===== src/rtl/core/nsfm_pkg.sv =====
`timescale 1ns / 1ps
`default_nettype none
// ----------------------------------------------------------------------------
// nsfm_pkg
// shared types, constants and float helpers of the nan-skipping float mean
// ----------------------------------------------------------------------------
package nsfm_pkg;

	localparam int COUNT_WIDTH_DEF = 24;
	localparam int VCOUNT_W        = 24;
	localparam int EXT_W           = 27;
	localparam int DIV_STEPS       = 26;
	localparam logic [31:0] QNAN   = 32'h7FC00000;
	localparam logic [30:0] INF_MAG = 31'h7F800000;

	typedef struct packed {
		logic [31:0] value_bits;
		logic        end_of_set;
	} sample_t;

	typedef struct packed {
		logic [31:0]         mean_bits;
		logic [VCOUNT_W-1:0] valid_count;
	} result_t;

	typedef struct packed {
		logic load;
		logic align;
		logic sum;
		logic norm;
		logic commit;
		logic cvt;
		logic crnd;
		logic dset;
		logic div_step;
		logic dfin;
		logic dpack;
	} cmd_t;

	typedef struct packed {
		logic last;
		logic out_full;
	} stat_t;

	function automatic logic is_nan(input logic [31:0] b);
		return (b[30:23] == 8'hFF) && (b[22:0] != 23'd0);
	endfunction

	// right shift keeping everything shifted out in the sticky bit
	function automatic logic [EXT_W-1:0] shr_sticky(input logic [EXT_W-1:0] v,
			input logic [4:0] amt);
		logic [EXT_W-1:0] sh;
		logic [EXT_W-1:0] mask;
		logic lost;
		sh   = v >> amt;
		mask = ~({EXT_W{1'b1}} << amt);
		lost = |(v & mask);
		return {sh[EXT_W-1:1], sh[0] | lost};
	endfunction

	function automatic logic [4:0] lzc27(input logic [26:0] v);
		logic [4:0] n;
		logic found;
		n     = '0;
		found = 1'b0;
		for (int i = 26; i >= 0; i--) begin
			if (!found) begin
				if (v[i])
					found = 1'b1;
				else
					n = n + 5'd1;
			end
		end
		return n;
	endfunction

	function automatic logic [4:0] lzc24(input logic [23:0] v);
		logic [4:0] n;
		logic found;
		n     = '0;
		found = 1'b0;
		for (int i = 23; i >= 0; i--) begin
			if (!found) begin
				if (v[i])
					found = 1'b1;
				else
					n = n + 5'd1;
			end
		end
		return n;
	endfunction

	function automatic logic [4:0] lzc32(input logic [31:0] v);
		logic [4:0] n;
		logic found;
		n     = '0;
		found = 1'b0;
		for (int i = 31; i >= 1; i--) begin
			if (!found) begin
				if (v[i])
					found = 1'b1;
				else
					n = n + 5'd1;
			end
		end
		return n;
	endfunction

	// round to nearest even; a mantissa carry ripples into the exponent field
	function automatic logic [31:0] round_pack(input logic sign,
			input logic [EXT_W-1:0] ext, input logic [7:0] expf);
		logic inc;
		logic [30:0] mag;
		inc = ext[2] & (ext[1] | ext[0] | ext[3]);
		mag = {expf, ext[25:3]} + {30'd0, inc};
		return {sign, mag};
	endfunction

endpackage
`default_nettype wire


===== src/rtl/core/nsfm_ctrl.sv =====
`timescale 1ns / 1ps
`default_nettype none
// ----------------------------------------------------------------------------
// nsfm_ctrl
// sequencer: accumulate steps per item, convert and divide at end of set
// ----------------------------------------------------------------------------
module nsfm_ctrl (
	input  wire logic           clk,
	input  wire logic           arst_n,
	input  wire logic           sample_valid,
	output logic                sample_stall,
	input  wire nsfm_pkg::stat_t stat,
	output nsfm_pkg::cmd_t      cmd
);

	typedef enum logic [10:0] {
		ST_IDLE  = 11'b000_0000_0001,
		ST_ALIGN = 11'b000_0000_0010,
		ST_SUM   = 11'b000_0000_0100,
		ST_NORM  = 11'b000_0000_1000,
		ST_ROUND = 11'b000_0001_0000,
		ST_CVT   = 11'b000_0010_0000,
		ST_CRND  = 11'b000_0100_0000,
		ST_DSET  = 11'b000_1000_0000,
		ST_DIV   = 11'b001_0000_0000,
		ST_DFIN  = 11'b010_0000_0000,
		ST_DPACK = 11'b100_0000_0000
	} state_t;

	state_t state_q, state_d;
	logic [4:0] step_q;

	assign sample_stall = (state_q != ST_IDLE);

	always_comb begin
		cmd          = '0;
		state_d      = state_q;
		cmd.load     = (state_q == ST_IDLE) && sample_valid;
		case (state_q)
			ST_IDLE: begin
				if (sample_valid)
					state_d = ST_ALIGN;
			end
			ST_ALIGN: begin
				cmd.align = 1'b1;
				state_d   = ST_SUM;
			end
			ST_SUM: begin
				cmd.sum = 1'b1;
				state_d = ST_NORM;
			end
			ST_NORM: begin
				cmd.norm = 1'b1;
				state_d  = ST_ROUND;
			end
			ST_ROUND: begin
				cmd.commit = 1'b1;
				state_d    = stat.last ? ST_CVT : ST_IDLE;
			end
			ST_CVT: begin
				cmd.cvt = 1'b1;
				state_d = ST_CRND;
			end
			ST_CRND: begin
				cmd.crnd = 1'b1;
				state_d  = ST_DSET;
			end
			ST_DSET: begin
				cmd.dset = 1'b1;
				state_d  = ST_DIV;
			end
			ST_DIV: begin
				cmd.div_step = 1'b1;
				if (step_q == 5'(nsfm_pkg::DIV_STEPS - 1))
					state_d = ST_DFIN;
			end
			ST_DFIN: begin
				cmd.dfin = 1'b1;
				state_d  = ST_DPACK;
			end
			ST_DPACK: begin
				if (!stat.out_full) begin
					cmd.dpack = 1'b1;
					state_d   = ST_IDLE;
				end
			end
			default: begin
				state_d = ST_IDLE;
			end
		endcase
	end

	always_ff @(posedge clk or negedge arst_n) begin
		if (!arst_n) begin
			state_q <= ST_IDLE;
			step_q  <= '0;
		end else begin
			state_q <= state_d;
			if (state_q == ST_DIV)
				step_q <= step_q + 5'd1;
			else
				step_q <= '0;
		end
	end

endmodule
`default_nettype wire


===== src/rtl/core/nsfm_dp.sv =====
`timescale 1ns / 1ps
`default_nettype none
// ----------------------------------------------------------------------------
// nsfm_dp
// float accumulator, count converter, bit-serial divider and result register
// ----------------------------------------------------------------------------
module nsfm_dp #(
	parameter int COUNT_WIDTH = nsfm_pkg::COUNT_WIDTH_DEF
) (
	input  wire logic             clk,
	input  wire logic             arst_n,
	input  wire nsfm_pkg::sample_t sample,
	input  wire nsfm_pkg::cmd_t   cmd,
	output nsfm_pkg::stat_t       stat,
	output logic                  result_valid,
	input  wire logic             result_stall,
	output nsfm_pkg::result_t     result
);

	localparam int EW = nsfm_pkg::EXT_W;

	// accumulator state
	logic [31:0]            sum_q;
	logic [COUNT_WIDTH-1:0] count_q;
	logic [31:0]            x_q;
	logic                   last_q;

	// adder working registers
	logic [EW-1:0] ml_q, ms_q, ext_q;
	logic [7:0]    el_q, expf_q;
	logic          sign_q, sub_q, zsign_q, spec_q, skip_q, zero_q, ovf_q;
	logic [31:0]   spec_val_q;
	logic [EW:0]   s_q;

	// divider working registers
	logic [31:0]       nc_q;
	logic [5:0]        pc_q;
	logic [23:0]       ma_q, mc_q;
	logic signed [9:0] ea_q, er_q;
	logic [24:0]       rem_q;
	logic [25:0]       quo_q;
	logic [EW-1:0]     dext_q;
	logic [7:0]        dexp_q;

	logic                  res_valid_q;
	nsfm_pkg::result_t     res_q;

	assign result_valid  = res_valid_q;
	assign result        = res_q;
	assign stat.last     = last_q;
	assign stat.out_full = res_valid_q & result_stall;

	// align: larger magnitude first, smaller shifted down
	logic        a_ge;
	logic [31:0] lg, sm;
	logic [7:0]  el, es, dexp;
	logic [4:0]  amt;
	logic        a_nan, a_inf, b_inf;

	always_comb begin
		a_ge  = sum_q[30:0] >= x_q[30:0];
		lg    = a_ge ? sum_q : x_q;
		sm    = a_ge ? x_q : sum_q;
		el    = (lg[30:23] == 8'd0) ? 8'd1 : lg[30:23];
		es    = (sm[30:23] == 8'd0) ? 8'd1 : sm[30:23];
		dexp  = el - es;
		amt   = (dexp > 8'd27) ? 5'd27 : dexp[4:0];
		a_nan = nsfm_pkg::is_nan(sum_q);
		a_inf = sum_q[30:0] == nsfm_pkg::INF_MAG;
		b_inf = x_q[30:0] == nsfm_pkg::INF_MAG;
	end

	// normalize after add
	logic [4:0]    lz;
	logic [7:0]    lim, sh8;
	logic [EW-1:0] next_ext;
	logic [8:0]    next_e;

	always_comb begin
		lz  = nsfm_pkg::lzc27(s_q[EW-1:0]);
		lim = el_q - 8'd1;
		sh8 = ({3'd0, lz} < lim) ? {3'd0, lz} : lim;
		if (s_q[EW]) begin
			next_ext = {s_q[EW:2], s_q[1] | s_q[0]};
			next_e   = {1'b0, el_q} + 9'd1;
		end else begin
			next_ext = s_q[EW-1:0] << sh8[4:0];
			next_e   = {1'b0, el_q} - {1'b0, sh8};
		end
	end

	logic [31:0] add_res;
	always_comb begin
		if (spec_q)
			add_res = spec_val_q;
		else if (zero_q)
			add_res = {zsign_q, 31'd0};
		else if (ovf_q)
			add_res = {sign_q, nsfm_pkg::INF_MAG};
		else
			add_res = nsfm_pkg::round_pack(sign_q, ext_q, expf_q);
	end

	// count and sum unpacking for the divide
	logic [31:0] cnt32;
	logic [4:0]  clz, slz;
	logic [23:0] smant;
	logic [23:0] cmant;
	logic        cinc;
	logic [24:0] cm25;
	logic        lt;
	logic [24:0] rdiff;
	logic        ge;
	logic signed [9:0] bexp;
	logic [5:0]  damt;

	always_comb begin
		cnt32 = 32'(count_q);
		clz   = nsfm_pkg::lzc32(cnt32);
		smant = {1'b0, sum_q[22:0]};
		slz   = nsfm_pkg::lzc24(smant);
		cmant = nc_q[31:8];
		cinc  = nc_q[7] & ((|nc_q[6:0]) | cmant[0]);
		cm25  = {1'b0, cmant} + {24'd0, cinc};
		lt    = ma_q < mc_q;
		ge    = rem_q >= {1'b0, mc_q};
		rdiff = ge ? (rem_q - {1'b0, mc_q}) : rem_q;
		bexp  = er_q + 10'sd127;
		damt  = 6'(10'sd1 - bexp);
	end

	logic        div_special;
	logic [31:0] div_res;
	always_comb begin
		div_special = 1'b1;
		if ((count_q == '0) || nsfm_pkg::is_nan(sum_q))
			div_res = nsfm_pkg::QNAN;
		else if (sum_q[30:0] == nsfm_pkg::INF_MAG)
			div_res = sum_q;
		else if (sum_q[30:0] == 31'd0)
			div_res = sum_q;
		else begin
			div_special = 1'b0;
			div_res     = nsfm_pkg::round_pack(sum_q[31], dext_q, dexp_q);
		end
	end

	always_ff @(posedge clk or negedge arst_n) begin
		if (!arst_n) begin
			sum_q       <= '0;
			count_q     <= '0;
			res_valid_q <= 1'b0;
		end else begin
			if (cmd.commit && !skip_q) begin
				sum_q <= add_res;
				if (count_q != '1)
					count_q <= count_q + COUNT_WIDTH'(1);
			end
			if (cmd.dpack) begin
				sum_q       <= '0;
				count_q     <= '0;
				res_valid_q <= 1'b1;
			end else if (res_valid_q && !result_stall) begin
				res_valid_q <= 1'b0;
			end
		end
	end

	always_ff @(posedge clk) begin
		if (cmd.load) begin
			x_q    <= sample.value_bits;
			last_q <= sample.end_of_set;
		end
		if (cmd.align) begin
			ml_q       <= {|lg[30:23], lg[22:0], 3'd0};
			ms_q       <= nsfm_pkg::shr_sticky({|sm[30:23], sm[22:0], 3'd0}, amt);
			el_q       <= el;
			sign_q     <= lg[31];
			sub_q      <= sum_q[31] ^ x_q[31];
			zsign_q    <= sum_q[31] & x_q[31];
			skip_q     <= nsfm_pkg::is_nan(x_q);
			spec_q     <= a_nan | a_inf | b_inf;
			spec_val_q <= (a_nan || (a_inf && b_inf && (sum_q[31] != x_q[31]))) ?
				nsfm_pkg::QNAN : (a_inf ? sum_q : x_q);
		end
		if (cmd.sum)
			s_q <= sub_q ? ({1'b0, ml_q} - {1'b0, ms_q}) : ({1'b0, ml_q} + {1'b0, ms_q});
		if (cmd.norm) begin
			ext_q  <= next_ext;
			zero_q <= (s_q == '0);
			ovf_q  <= next_e >= 9'd255;
			expf_q <= next_ext[EW-1] ? next_e[7:0] : 8'd0;
		end
		if (cmd.cvt) begin
			nc_q <= cnt32 << clz;
			pc_q <= 6'd31 - {1'b0, clz};
			if (sum_q[30:23] == 8'd0) begin
				ma_q <= smant << slz;
				ea_q <= -10'sd126 - $signed({5'd0, slz});
			end else begin
				ma_q <= {1'b1, sum_q[22:0]};
				ea_q <= $signed({2'd0, sum_q[30:23]}) - 10'sd127;
			end
		end
		if (cmd.crnd) begin
			if (cm25[24]) begin
				mc_q <= 24'h800000;
				pc_q <= pc_q + 6'd1;
			end else begin
				mc_q <= cm25[23:0];
			end
		end
		if (cmd.dset) begin
			rem_q <= lt ? {ma_q, 1'b0} : {1'b0, ma_q};
			er_q  <= ea_q - $signed({4'd0, pc_q}) - $signed({9'd0, lt});
			quo_q <= '0;
		end
		if (cmd.div_step) begin
			rem_q <= {rdiff[23:0], 1'b0};
			quo_q <= {quo_q[24:0], ge};
		end
		if (cmd.dfin) begin
			if (bexp > 10'sd0) begin
				dext_q <= {quo_q, |rem_q};
				dexp_q <= bexp[7:0];
			end else begin
				dext_q <= nsfm_pkg::shr_sticky({quo_q, |rem_q},
					(damt > 6'd27) ? 5'd27 : damt[4:0]);
				dexp_q <= 8'd0;
			end
		end
		if (cmd.dpack) begin
			res_q.mean_bits   <= (div_special || !nsfm_pkg::is_nan(div_res)) ?
				div_res : nsfm_pkg::QNAN;
			res_q.valid_count <= cnt32[nsfm_pkg::VCOUNT_W-1:0];
		end
	end

endmodule
`default_nettype wire


===== src/rtl/core/nan_skipping_float_mean_core.sv =====
`timescale 1ns / 1ps
`default_nettype none
// ----------------------------------------------------------------------------
// nan_skipping_float_mean_core
// nan-skipping mean of binary32 samples, one result per set
// ----------------------------------------------------------------------------
// Each sample item passes through accept, align, add, normalize and round on
// the single shared float adder; NaN samples pass through the same steps and
// leave sum and count untouched. The item flagged end_of_set then goes on
// through count conversion, divide setup, a bit-serial restoring divider
// producing one quotient bit per cycle, then finish and pack.
// The pack step waits for as long as the previous mean is still held and
// stalled in the output register, and the input stays stalled meanwhile.
// The result sits in an output register, so a new set can start while the
// previous mean still waits to be taken. An empty or NaN set yields 7FC00000.
// ----------------------------------------------------------------------------
module nan_skipping_float_mean_core #(
	parameter int COUNT_WIDTH = nsfm_pkg::COUNT_WIDTH_DEF
) (
	input  wire logic              clk,
	input  wire logic              arst_n,
	// sample channel
	input  wire logic              sample_valid,
	output logic                   sample_stall,
	input  wire nsfm_pkg::sample_t sample,
	// result channel
	output logic                   result_valid,
	input  wire logic              result_stall,
	output nsfm_pkg::result_t      result
);

	// controller to datapath commands and status back
	nsfm_pkg::cmd_t  cmd;
	nsfm_pkg::stat_t stat;

	nsfm_ctrl u_ctrl (
		.clk          (clk),
		.arst_n       (arst_n),
		.sample_valid (sample_valid),
		.sample_stall (sample_stall),
		.stat         (stat),
		.cmd          (cmd)
	);

	nsfm_dp #(
		.COUNT_WIDTH (COUNT_WIDTH)
	) u_dp (
		.clk          (clk),
		.arst_n       (arst_n),
		.sample       (sample),
		.cmd          (cmd),
		.stat         (stat),
		.result_valid (result_valid),
		.result_stall (result_stall),
		.result       (result)
	);

endmodule
`default_nettype wire


===== config.mk =====
export PLATFORM = sky130hd
export DESIGN_NAME = nan_skipping_float_mean_core
export DESIGN_NICKNAME = d
export VERILOG_FILES = /design/src/rtl/core/nsfm_pkg.sv /design/src/rtl/core/nsfm_ctrl.sv /design/src/rtl/core/nsfm_dp.sv /design/src/rtl/core/nan_skipping_float_mean_core.sv
export SDC_FILE = /design/constraint.sdc
export NUM_CORES = 2
export LEC_CHECK = 0
export ABC_AREA = 1
export BUFFER_PORTS_ARGS = -buffer_cell sky130_fd_sc_hd__buf_4
export CORE_MARGIN = 5
export CORE_UTILIZATION = 65
export CTS_CLUSTER_SIZE = 40
export DETAILED_ROUTE_END_ITERATION = 8
export PLACE_DENSITY_LB_ADDON = 0.25
export SETUP_SLACK_MARGIN = 0.3
export SYNTH_ARGS = -nofsm -noshare
export SYNTH_HDL_FRONTEND = slang
export SYNTH_HIERARCHICAL = 1
export SYNTH_SLANG_ARGS = --single-unit

===== constraint.sdc =====
create_clock -name clk -period 22.3 [get_ports clk]
set_input_delay 3.345 -clock clk [delete_from_list [all_inputs] [get_ports clk]]
set_output_delay 3.345 -clock clk [all_outputs]
set_load 0.02 [all_outputs]

==> results.toml <==
[status]
status = "completed"

[sta]
fin_crit_sh_pct = 83.60
finalSetupViolCount = 0
fin_setup_tns_ns = 0
rsz0062_at_grt = "false"
clock_skew_ns = 0.01887
tightest_slew_ns = 1.138
hold_violations = 0
layout_setup_ws_ns = 3.657
maxSlewViolCount = 0
fmax_ghz = 0.05364
finalCriticalPeriod_ns = 18.64
max_slew_margin_pct = 23.95

[global_routing]
grt_overflow = 0
antenna_found_initial = 1
grt_pass1_vias = 35170
grt_start_max_net_pins = 127
grt_pass1_wl_microns = 185100
track_usage_pct = 33.63

[worst_setup_path]
path_common_cell = "ha_1"
rrSetupSlack_ns = 3.66
critPathKind = "reg -> reg"
cp-end-kind = "register"
crit_fanout = 34
critPathMaxStageDelay_ns = 0.49
crit_path_start_kind = "register"
arrival_ns = 19.00
cp_slowest_cell = "nand2_2"
required_ns = 22.66

[floorplanning]
coreArea_sq_um = 62850
start_util_pct = 65.31
die_w_microns = 261.3
fp.dieH_microns = 261.3
dieArea_sq_um = 68280
pin_count = 95
placementRows = 92

[clock_network]
cts_sinks = 512
clockBufferDepth = 3
hold_buffers = 0
postCtsSetupBuffers = 0
clock-root-buffer = "clkbuf_16"
cts_inserted_buffers = 56
clk_pin_slew_worst_paths_ns = 0.06
cts_tree = "built"
htree_levels = 2
cts_resized = 0
clock_latency_ns = 0.63

[drt]
ant_nets = 0
wl_per_cell_microns = 18.05
vias_per_cell = 5.896
drc = 0
first_pass_iters = 8
dr_total_vias = 38580
wl_microns = 118100
drt_iter0_drc = 4828

[synth]
synthArstFlopShare_pct = 14.26
yosysTopAreaCellShare_pct = 31.60
syn_nets = 5917
synth_area_leaders = "edfxtp_1, nand2_1, inv_1"
synthCells = 5635
synth_top_area_cell = "edfxtp_1"
seq_area_frac_synth_pct = 36.40
ys.flop_type = "edfxtp_1"
synth-seq-cells = 512
syn_area_sq_um = 41050
ys_types = 82
synth_warnings = 6
synth_edf_count = 432
post_synth.cell_area_avg_sq_um = 7.285

[placed_design]
dp.final_hpwl_microns = 90620
gp_congestion = 0.9826
io_buffers = 94
dp_slack_ns = 3.752
dpl.cell_count = 6438

[cells_and_area]
layout-drive-gt1-share_pct = 7.127
final_cells = 6543
syn2layout_area_growth_pct = 7.382
diodes = 0
final_core_util_pct = 70.13
nNetsFinal = 5932

[min_path]
hold_path.class = "reg -> reg"

[run]
cap_violations = 0
-- cell usage in the layout (no fill, tap or decap), types with 12 or more instances in the layout --
cell type and count:
o31ai_1 12, nand2_4 16, a22oi_1 17, o21ai_1 59
nand4_1 89, inv_1 812, nor2_1 460, o221ai_1 13
edfxtp_1 432, xor2_1 101, nand3_1 346, ha_1 239
o21bai_1 15, nand3_2 19, o21ai_2 13, nor3_1 81
nor4_1 37, dfrtp_1 72, nand2_1 1432, o22ai_1 72
inv_2 29, nand3b_1 16, clkbuf_1 14, mux2i_1 14
buf_4 120, nor2_2 21, o21ai_0 512, clkinv_1 12
nand2_2 28, or2_2 27, xnor2_1 40, nor2_4 25
clkbuf_16 56, a21oi_1 254, o211ai_1 16
-- routing by layer --
metal  vias up  track usage, %  routed length, microns
met3       273           5.447                   11430
li1      18860               -                       -
met1     17600           48.00                   50360
met4         0           10.41                    4190
met5         -               0                       0
met2      1846           53.22                   52120
-- stage by stage --
step	instance area (sq um)	hold slack [ns]
after floorplan	41050	0.4231
after global placement	42180	0.4750
after detailed placement	42180	0.4771
after CTS	44080	0.4897
after global routing	44080	0.5287
final	44080	0.4921
-- Yosys cell counts, drive strengths merged, types with 4 or more instances --
cell type,instances
o211ai,16
edfxtp,432
or3,4
and3,4
xor2,101
or2,33
fa,6
nand3,366
a21oi,256
o22ai,73
ha,239
nand2,1476
o21bai,15
dfrtp,72
nand4,90
nand3b,16
nor4,37
buf,45
o221ai,13
a31oi,10
dfxtp,7
a21boi,10
nor3,83
clkinv,10
o31ai,12
mux2i,14
inv,846
nor2,509
a211oi,8
xnor2,40
a221oi,4
o2111ai,11
clkbuf,118
o21a,8
a22oi,17
o21ai,584
nor3b,9
a32oi,7
-- critical path, delay by kind of cell, from the launching register on --
family                     cells  cell delay (ns)
DFF                            1             0.42
AOI/OAI and AO/OA             25             3.40
buffers and inverters         16             1.31
xor gates and xnor gates       1             0.24
adders and majority gates     27             7.61
and+or+nand+nor               45             5.34
-- worst paths after layout --
kind                               from         endpoint  cells past startpoint
max                        u_dp/s_q[24]       u_dp/ovf_q                    114
min                        u_dp/pc_q[0]     u_dp/pc_q[0]                      1
max reg2reg                u_dp/s_q[24]       u_dp/ovf_q                    114
min reg2reg                u_dp/pc_q[0]     u_dp/pc_q[0]                      1
max in group asynchronous        arst_n   u_dp/sum_q[24]                      2
min in group asynchronous        arst_n  u_dp/count_q[7]                      1
-- logic make-up (layout without fill, tap and decap cells) --
| logic type | Yosys count | after routing | share of synthesized area (%) |
|---|---|---|---|
| buffers and inverters | 1019 | 1081 | 9.949 |
| adder cells (fa/ha/maj) | 245 | 245 | 7.577 |
| XOR/XNOR | 141 | 141 | 3.008 |
| AO/OA/AOI/OAI | 1067 | 1067 | 14.48 |
| flip-flops | 512 | 512 | 36.40 |
| AND/OR/NAND/NOR | 2637 | 2637 | 28.25 |
| multiplexers | 14 | 14 | 0.3414 |
-- cell type report --
cell class | count | area (sq um)
multi-input cells | 4104 | 22050
fillers | 5350 | 18770
flip-flops and latches | 512 | 14940
inverters | 856 | 3226
clock buffers | 75 | 1523
well taps | 846 | 1059
repair buffers | 120 | 900.9
clock inverters | 30 | 379.1
-- registers in the layout (all words and copies together), names as in the netlist, 24 cells and up --
signal,count
u_dp/quo_q,26
u_dp/ext_q,26
u_dp/spec_val_q,32
u_dp/sum_q,32
u_dp/ml_q,24
u_dp/rem_q,25
u_dp/mc_q,24
u_dp/count_q,24
u_dp/ma_q,24
u_dp/result,56
u_dp/x_q,32
u_dp/dext_q,26
u_dp/nc_q,32
u_dp/ms_q,27
u_dp/s_q,28
Power is left out: the tool's default activity adds up to more than one toggle a clock period on the data nets, which glitch-free logic cannot reach.
